`src/hw/rtl/rsa_pkg.sv`:
```
// shared types and constants for the refcounted slot allocator
`timescale 1ns / 1ps

package rsa_pkg;

  localparam int SLOTS_DEF   = 1024;
  localparam int HANDLE_W    = 10;
  localparam int HANDLE_SPAN = 1 << HANDLE_W;
  localparam int COUNT_W     = 32;
  localparam int GEN_W       = 32;
  localparam int QUEUE_DEPTH = 2;
  localparam int IN_DATA_W   = 16;
  localparam int IN_USER_W   = 2;
  localparam int OUT_DATA_W  = 80;

  typedef enum logic [1:0] {
    FN_ALLOC = 2'd0,
    FN_REF   = 2'd1,
    FN_UNREF = 2'd2,
    FN_QUERY = 2'd3
  } func_e_t;

  typedef enum logic [2:0] {
    ST_OK   = 3'd0,
    ST_FULL = 3'd1,
    ST_NULL = 3'd2,
    ST_DEAD = 3'd3,
    ST_SAT  = 3'd4
  } status_e_t;

  typedef enum logic {
    BK_IDLE = 1'b0,
    BK_EXEC = 1'b1
  } back_state_t;

  // classified command passed from front to back
  typedef struct packed {
    func_e_t               func;
    logic [HANDLE_W-1:0]   handle;
    logic                  is_null;
    logic                  in_range;
  } cmd_t;

  // one slot table entry
  typedef struct packed {
    logic [GEN_W-1:0]   gen;
    logic [COUNT_W-1:0] count;
  } slot_t;

  // one result beat
  typedef struct packed {
    status_e_t           status;
    logic                released;
    logic [GEN_W-1:0]    gen;
    logic [COUNT_W-1:0]  count;
    logic [HANDLE_W-1:0] handle;
  } res_t;

endpackage

```
`src/hw/rtl/rsa_fifo.sv`:
```
// short command queue between front and back
`timescale 1ns / 1ps

module rsa_fifo
  import rsa_pkg::*;
(
  input  logic clk,
  input  logic rst,
  input  logic push,
  input  cmd_t push_data,
  output logic full,
  input  logic pop,
  output cmd_t pop_data,
  output logic empty
);

  localparam int PW = $clog2(QUEUE_DEPTH);

  cmd_t          entries [QUEUE_DEPTH];
  logic [PW-1:0] wr_ptr;
  logic [PW-1:0] rd_ptr;
  logic [PW:0]   fill;

  assign full     = (fill == (PW+1)'(QUEUE_DEPTH));
  assign empty    = (fill == '0);
  assign pop_data = entries[rd_ptr];

  always_ff @(posedge clk) begin
    if (push && !full) begin
      entries[wr_ptr] <= push_data;
    end
  end

  always_ff @(posedge clk) begin
    if (rst) begin
      wr_ptr <= '0;
      rd_ptr <= '0;
      fill   <= '0;
    end else begin
      if (push && !full) begin
        wr_ptr <= (wr_ptr == PW'(QUEUE_DEPTH - 1)) ? '0 : wr_ptr + PW'(1);
      end
      if (pop && !empty) begin
        rd_ptr <= (rd_ptr == PW'(QUEUE_DEPTH - 1)) ? '0 : rd_ptr + PW'(1);
      end
      case ({push && !full, pop && !empty})
        2'b10:   fill <= fill + (PW+1)'(1);
        2'b01:   fill <= fill - (PW+1)'(1);
        default: fill <= fill;
      endcase
    end
  end

endmodule

```
`config.mk`:
```
export PLATFORM = sky130hd
export DESIGN_NAME = rsa_fifo
export DESIGN_NICKNAME = d
export VERILOG_FILES = /design/src/hw/rtl/rsa_pkg.sv /design/src/hw/rtl/rsa_fifo.sv
export SDC_FILE = /design/constraint.sdc
export NUM_CORES = 1
export LEC_CHECK = 0
export BUFFER_PORTS_ARGS = -buffer_cell sky130_fd_sc_hd__buf_4
export CAP_MARGIN = 10
export CORE_MARGIN = 1
export CORE_UTILIZATION = 50
export CTS_BUF_LIST = sky130_fd_sc_hd__clkbuf_4 sky130_fd_sc_hd__clkbuf_8 sky130_fd_sc_hd__clkbuf_16
export CTS_CLUSTER_SIZE = 20
export DETAILED_ROUTE_END_ITERATION = 10
export GPL_TIMING_DRIVEN = 1
export PLACE_DENSITY = 0.77
export SYNTH_ARGS = -nofsm -noshare
export SYNTH_HDL_FRONTEND = slang
export SYNTH_SLANG_ARGS = --single-unit
```
`constraint.sdc`:
```
create_clock -name clk -period 2.1 [get_ports clk]
set_input_delay 0.21 -clock clk [delete_from_list [all_inputs] [get_ports clk]]
set_output_delay 0.21 -clock clk [all_outputs]
set_load 0.05 [all_outputs]
```
# After elaboration in Yosys (flattened, before gate mapping)
# Memory sizes are Yosys's and may differ from the RTL's. A register that Yosys moved wholly into a read port is not among the register bits.
# Cells that the tools add are included.
# word_totals
regBits	4
latchBits	0
mem_bits_rw	28
mem_bits_ro	0
input_bits	18
output_inout_bits	16
wordCells	24
memories	1
# mem_list
memory	words	word_bits	read_ports	rd_ports_with_merged_regs	wr	line	rtl
entries	2	14	1	1	1	rsa_fifo.sv:19	cmd_t entries [QUEUE_DEPTH];
# classes
add_sub_neg	4
multipliers	0
div_mod_pow	0
order_cmp	0
n_eq_ne	3
n_shift	0
mux	7
bitwise	0
n_reduce_logical	6
# op_table
cell	count
$mux 1	6
$eq 2x2->1 const B	2
$pmux 2 s2	1
$add 1x1->1 const B	2
$add 2x1->2 const B	1
$eq 2x1->1 const B	1
$logic_and 1x1->1	2
$logic_not 1->1	2
$logic_not 2->1	1
$reduce_bool 2->1	1
$sub 2x1->2 const B	1

# Longest topological paths before layout
# Gate-level depths: netlist of the first run.
# depth
depth_word	5
depth_mapped	6
depth_no_buf	6

# Worst setup path before layout of the first run
# No wires, ideal clock.
# synth_timing
kind	register to register
from	reg fill[0]
to	mem entries[0][0] in the netlist's numbering (enable)
setup_time_ns	0.354
arrival_time_ns	1.304
path_slack_ns	0.442
path_stages_with_launch	5
cell_sequence	dfxtp_1 -> nand2b_2 -> inv_2 -> or3_1 -> inv_1
# synth_between
elab_chain_cells	5
# synth_rtl
element	line	rtl
start, declared	rsa_fifo.sv:22	logic [PW:0] fill;
start signal, assigned	rsa_fifo.sv:47	2'b10: fill <= fill + (PW+1)'(1);
start signal, assigned	rsa_fifo.sv:48	2'b01: fill <= fill - (PW+1)'(1);
start signal, assigned	rsa_fifo.sv:49	default: fill <= fill;
$eq 2x2->1	rsa_fifo.sv:24	assign full = (fill == (PW+1)'(QUEUE_DEPTH));
net full	rsa_fifo.sv:11	output logic full,
$logic_not 1->1	rsa_fifo.sv:29	if (push && !full) begin
$logic_and 1x1->1	rsa_fifo.sv:29	
$mux 1	rsa_fifo.sv:29	
$mux 1 (implied by the code)	rsa_fifo.sv:30	entries[wr_ptr] <= push_data;
end, declared	rsa_fifo.sv:19	
# The timed path passes the listed nets, and every way through them passes these cells.

==> flow_metrics.env, run 1 <==
export IMPL_track_usage_pct=17.2
export IMPL_finClkSkew_ns=0.00427
export IMPL_clk_pin_slew_ns=0.09
export IMPL_layout_nets=128
export IMPL_synth_warnings=0
export IMPL_fill_cells=174
export IMPL_r2r_start="fill[0]"
export IMPL_worstPathRequired_ns=1.89
export IMPL_r2r_slack_ns=0.35
export IMPL_die_y_um=51.5
export IMPL_rsz0062_at_grt="false"
export IMPL_root_buffer="clkbuf_4"
export IMPL_grt_overflow_total=0
export IMPL_maxCapViolations=0
export IMPL_critPathMaxFanout=14
export IMPL_post_drt_wl_per_cell_um=14.0
export IMPL_worstMarginPinSlew_ns=0.582
export IMPL_synth_fp_nets=88
export IMPL_antenna_found_initial=0
export IMPL_first_pass_iters=4
export IMPL_ant_nets=0
export IMPL_hold_viol_final=0
export IMPL_cts_resized_gates=0
export IMPL_dp_hpwl_mm=1.35
export IMPL_detail_route_iter0_violations=13
export IMPL_flow_area_growth_from_synthesis_pct=29.0
export IMPL_final_common_cell="buf_4"
export IMPL_drive_above_1_share_pct=52.7
export IMPL_hold_depth=1
export IMPL_final_cell_mix="buf_4, edfxtp_1, mux2_2"
export IMPL_avgSynthCellArea_sq_um=17.8
export IMPL_whs_ns=0.0647
export IMPL_peakVddDrop_uv=1010
export IMPL_fp_coreArea_sq_um=2250
export IMPL_synth_top_cell_area_share_pct=68.5
export IMPL_crit_path_end_kind="output pin"
export IMPL_outcome="finished clean"
export IMPL_via_count=703
export IMPL_rows=17
export IMPL_crit_type="reg2out"
export IMPL_synthesis_area_sq_um=1230
export IMPL_maxSlewHeadroom_pct=61.1
export IMPL_htreeDepth=2
export IMPL_clk_path_buf_depth=2
export IMPL_power_mw=2.24
export IMPL_grt_max_degree=15
export IMPL_critPathArrivalTime_ns=1.63
export IMPL_syn_inst=69
export IMPL_post_cts_setup_buffers=0
export IMPL_finalSetupViolations=0
export IMPL_seq_area_sq_um=941
export IMPL_synth_seq_cells=33
export IMPL_numClockSinks=33
export IMPL_hold_start="push_data[11]"
export IMPL_reg2reg_to="entries[0][12]"
export IMPL_start_util_pct=54.4
export IMPL_fin_crit_sh_pct=87.5
export IMPL_gp_congestion=0.701
export IMPL_drv_slew=0
export IMPL_yosysTopAreaCell="edfxtp_1"
export IMPL_drt_wl_total_mm=1.93
export IMPL_multi_input_area_sq_um=270
export IMPL_holdPathEnd="entries[0][11]"
export IMPL_grt_pass1_vias=705
export IMPL_grt_pass1_wl_mm=2.99
export IMPL_antenna_cells=0
export IMPL_pin_count=34
export IMPL_yosysSeqAreaShare_pct=76.7
export IMPL_fp_dieArea_sq_um=2660
export IMPL_cts_hold_buf=0
export IMPL_routed_via_density=5.09
export IMPL_route_detailed_drc=0
export IMPL_cts_tree="yes"
export IMPL_layout_min_cycle_time_ns=1.84
export IMPL_clock_latency_ns=0.32
export IMPL_powerDensity_nw_per_um2=1420
export IMPL_ff2ff_path_depth=4
export IMPL_leakagePower_nw=0.624
export IMPL_cts_made_buffers=5
export IMPL_numPortBuffers=33
export IMPL_die_width_um=51.5
export IMPL_setup_tns_ns=0
export IMPL_startpoint_type="register"
export IMPL_ys_types=17
export IMPL_fmax_mhz=544
export IMPL_hp_class="in2reg"
export IMPL_synth_area_leaders="edfxtp_1, mux2_2, dfxtp_1"
metrics by stage:
stage | std cells | cell area [sq um] | utilization, % | worst slack, ns
floorplan | 69 | 1230 | - | 0.442
global placement | 130 | 1510 | 67.1 | 0.396
detailed placement | 130 | 1510 | 67.1 | 0.350
CTS | 138 | 1580 | 70.2 | 0.192
global route | 138 | 1580 | 70.2 | 0.134
finish | 138 | 1580 | 70.2 | 0.262
cells by family after synthesis:
| family | count (synthesis) | share of synthesized area, % |
|---|---|---|
| mux | 14 | 12.8 |
| simple gates | 9 | 3.77 |
| buf+inv | 4 | 1.32 |
| xor+xnor | 3 | 2.14 |
| fa+ha+maj | 1 | 1.02 |
| compound gates | 5 | 2.24 |
| flops | 33 | 76.7 |
layer usage:
layer | vias up | GRT usage [%] | share of wire [%]
met2 | 22 | 30.5 | 55
li1 | 337 | - | -
met5 | - | 0 | 0
met4 | 0 | 13.5 | 2.0
met3 | 5 | 5.85 | 5.4
met1 | 339 | 15.7 | 38
worst max-delay path, stage by stage, from the launching register on:
cell	delay, ns
dfxtp_1	0.70
mux2_2	0.41
buf_4	0.19
synth_stat cells:
library cell and instances:
xor2_1 1, nand2_1 1, inv_2 1, xnor2_1 2
o21a_1 1, a21oi_1 2, or3_1 2, mux2_2 14
ha_1 1, dfxtp_1 5, nand2b_2 1, edfxtp_1 28
and3_1 1, o21ai_0 2, inv_1 2, buf_2 1
nor2_1 4
registers in the layout, indices dropped and copies added, names as in the netlist, named ones only:
signal,count
wr_ptr,1
rd_ptr,1
fill,2
entries,28
worst max path at each step:
stage	end	from	slack (ns)	cells past startpoint
floorplan	entries[0][0]	fill[0]	0.44	4
global placement	entries[0][12]	fill[0]	0.40	4
detailed placement	entries[0][4]	fill[0]	0.35	4
CTS	pop_data[7]	register	0.19	2
global route	pop_data[2]	register	0.13	2
finish	pop_data[11]	register	0.26	2
cell type report:
type,count,area share [%]
tap,28,2.21
inverter,3,0.711
timing repair buffer,34,16.1
multi-input combinational,32,17.1
clock inverter,1,0.316
clock buffer,7,4.11
sequential,33,59.4
where the power goes:
group | internal [mW] | leakage [nW] | switching [mW]
clock network | 0.194 | 0.0413 | 0.196
logic | 0.335 | 0.279 | 0.599
registers | 0.836 | 0.303 | 0.0814
total | 1.36 | 0.624 | 0.877
Power figures use the tool's default switching activity.
==> run 2, diff against run 1 <==
==> constraint.sdc (replaced) <==
create_clock -name clk -period 2.1 [get_ports clk]
set_input_delay 0.63 -clock clk [delete_from_list [all_inputs] [get_ports clk]]
set_output_delay 0.63 -clock clk [all_outputs]
set_load 0.05 [all_outputs]
==> run 2 against run 1 <==
Register-to-register slack gained 0.20 ns. Clock skew up 0.012 ns. Critical path type unchanged. Via count decreased by 1.7%. Power grew 1.4%. Maximum frequency shrank 8.4%. Non-clock buffer count rose by 2. Global-route usage grew 0.20 points. Final area is 1.7% higher. Die area unchanged. Count of clock-buffer cells in the layout up 1. Worst setup slack worse by 0.17 ns. Largest power group unchanged.
==> flow_metrics.env, run 2 (synthesis results as in run 1) <==
export IMPL_outcome="finished clean"
export IMPL_cts_tree="yes"
export IMPL_layout_min_cycle_time_ns=2.01
export IMPL_fmax_mhz=499
export IMPL_final_common_cell="buf_4"
export IMPL_start_util_pct=54.4
export IMPL_final_util_pct=71.4
export IMPL_die_y_um=51.5
export IMPL_path_buf_inv=2
export IMPL_flow_area_growth_from_synthesis_pct=31.2
export IMPL_hp_class="in2reg"
export IMPL_antenna_found_initial=0
export IMPL_post_drt_wl_per_cell_um=13.9
export IMPL_detail_route_iter0_violations=12
export IMPL_r2r_slack_ns=0.55
export IMPL_pin_count=34
export IMPL_crit_chain="buf_12 -> mux2_2 -> buf_4"
export IMPL_max_stage_delay_ns=0.40
export IMPL_rows=17
export IMPL_hold_depth=1
export IMPL_r2r_start="fill[0]"
export IMPL_setup_tns_ns=0
export IMPL_drv_slew=0
export IMPL_grt_overflow_total=0
export IMPL_die_width_um=51.5
export IMPL_clk_pin_slew_ns=0.10
export IMPL_reg2reg_to="entries[0][1]"
export IMPL_rsz0062_at_grt="false"
export IMPL_regMostFlops="entries"
export IMPL_first_pass_iters=4
export IMPL_startpoint_type="register"
export IMPL_leakagePower_nw=0.636
export IMPL_critPathMaxFanout=10
export IMPL_fin_crit_sh_pct=95.5
export IMPL_layout_nets=130
export IMPL_worstPathRequired_ns=1.47
export IMPL_finalSetupViolations=0
export IMPL_stdcell_area_sq_um=1610
export IMPL_crit_path_end_kind="output pin"
export IMPL_routed_via_density=4.94
export IMPL_finClkSkew_ns=0.0163
export IMPL_multi_input_area_sq_um=270
export IMPL_grt_max_degree=15
export IMPL_route_detailed_drc=0
export IMPL_gp_congestion=0.707
export IMPL_slowest_stage="dfxtp_4"
export IMPL_largest_register_ffs=28
export IMPL_fp_coreArea_sq_um=2250
export IMPL_placed_area_sq_um=1540
export IMPL_dp_slack_ns=0.301
export IMPL_via_count=691
export IMPL_largestRegisters="entries x28, fill x2"
export IMPL_final_cell_mix="buf_4, edfxtp_1, mux2_2"
export IMPL_cts_made_buffers=5
export IMPL_numClockSinks=33
export IMPL_clk_path_buf_depth=2
export IMPL_root_buffer="clkbuf_4"
export IMPL_critPathTopFamily="flip-flops"
export IMPL_worstMarginPinSlew_ns=0.194
export IMPL_powerDensity_nw_per_um2=1410
export IMPL_holdPathEnd="entries[1][6]"
export IMPL_hold_start="push_data[6]"
export IMPL_grt_pass1_wl_mm=3.00
export IMPL_grt_pass1_vias=666
export IMPL_maxSlewHeadroom_pct=87.0
export IMPL_drive_above_1_share_pct=54.5
export IMPL_maxCapViolations=0
export IMPL_drt_wl_total_mm=1.94
export IMPL_antenna_cells=0
export IMPL_worst_slack_ns=0.0942
export IMPL_fill_cells=161
export IMPL_seq_area_sq_um=945
export IMPL_ant_nets=0
export IMPL_clock_latency_ns=0.33
export IMPL_track_usage_pct=17.4
export IMPL_htreeDepth=2
export IMPL_hold_viol_final=0
export IMPL_dp_hpwl_mm=1.41
export IMPL_fp_dieArea_sq_um=2660
export IMPL_crit_type="reg2out"
export IMPL_numPortBuffers=33
export IMPL_ff2ff_path_depth=5
export IMPL_critPathArrivalTime_ns=1.38
export IMPL_peakVddDrop_uv=996
[run 2: cell types whose count changed in the layout (fill, tap and decap cells not counted), sizes merged]
cell,previous run,this run
clkbuf,7,8
clkinv,1,0
buf,34,36
[run 2: per-stage QoR]
step / hold slack (ns) / power [mW] / instances
2_1_floorplan: 0.452 / 1.61 / 69
3_5_place_dp: 0.477 / 1.91 / 132
6_report: 0.481 / 2.27 / 140
4_1_cts: 0.461 / 2.30 / 140
5_1_grt: 0.451 / 2.37 / 140
3_3_place_gp: 0.464 / 1.89 / 132
[run 2: worst reg2reg max path, stage by stage (launching register included)]
cell and delay [ns]:
dfxtp_1 0.43, nand2b_2 0.19, inv_2 0.04, or3_1 0.32
inv_1 0.06, buf_4 0.21
[run 2: layout make-up]
class,count,share of cell area (%)
Timing Repair Buffer,36,17.6
Multi-Input combinational cell,32,16.8
Sequential cell,33,58.7
Tap cell,28,2.18
Clock buffer,8,4.12
Inverter,3,0.699
[run 2: worst max-delay path by stage]
stage | endpoint | slack (ns) | startpoint | cells after the start
floorplan | pop_data[10] | 0.39 | register | 2
global placement | pop_data[7] | 0.34 | register | 3
detailed placement | pop_data[3] | 0.30 | register | 3
CTS | pop_data[3] | 0.03 | register | 3
global route | pop_data[3] | 0.02 | register | 3
finish | pop_data[8] | 0.09 | register | 3
[run 2: routing by layer]
| layer | up-vias | share of wire [%] | global-route usage (%) |
|---|---|---|---|
| met5 | - | 0 | 0 |
| met4 | 0 | 0.72 | 10.8 |
| met3 | 2 | 6.7 | 9.36 |
| met2 | 23 | 52 | 26.6 |
| met1 | 324 | 41 | 18.8 |
| li1 | 342 | - | - |
[run 2: report_power, final]
part           switching, mW  internal [mW]  leakage, nW
clock network          0.185          0.191       0.0394
registers             0.0641          0.840        0.304
logic                  0.623          0.370        0.293
total                  0.872           1.40        0.636
[run 2: timing repair]
| item | 4_1_cts | 5_1_grt |
|---|---|---|
| resized for setup | 1 | 1 |
| endpoints found under the setup margin | 10 | 9 |
| hold buffers | 0 | 0 |
| setup buffers | 0 | 0 |
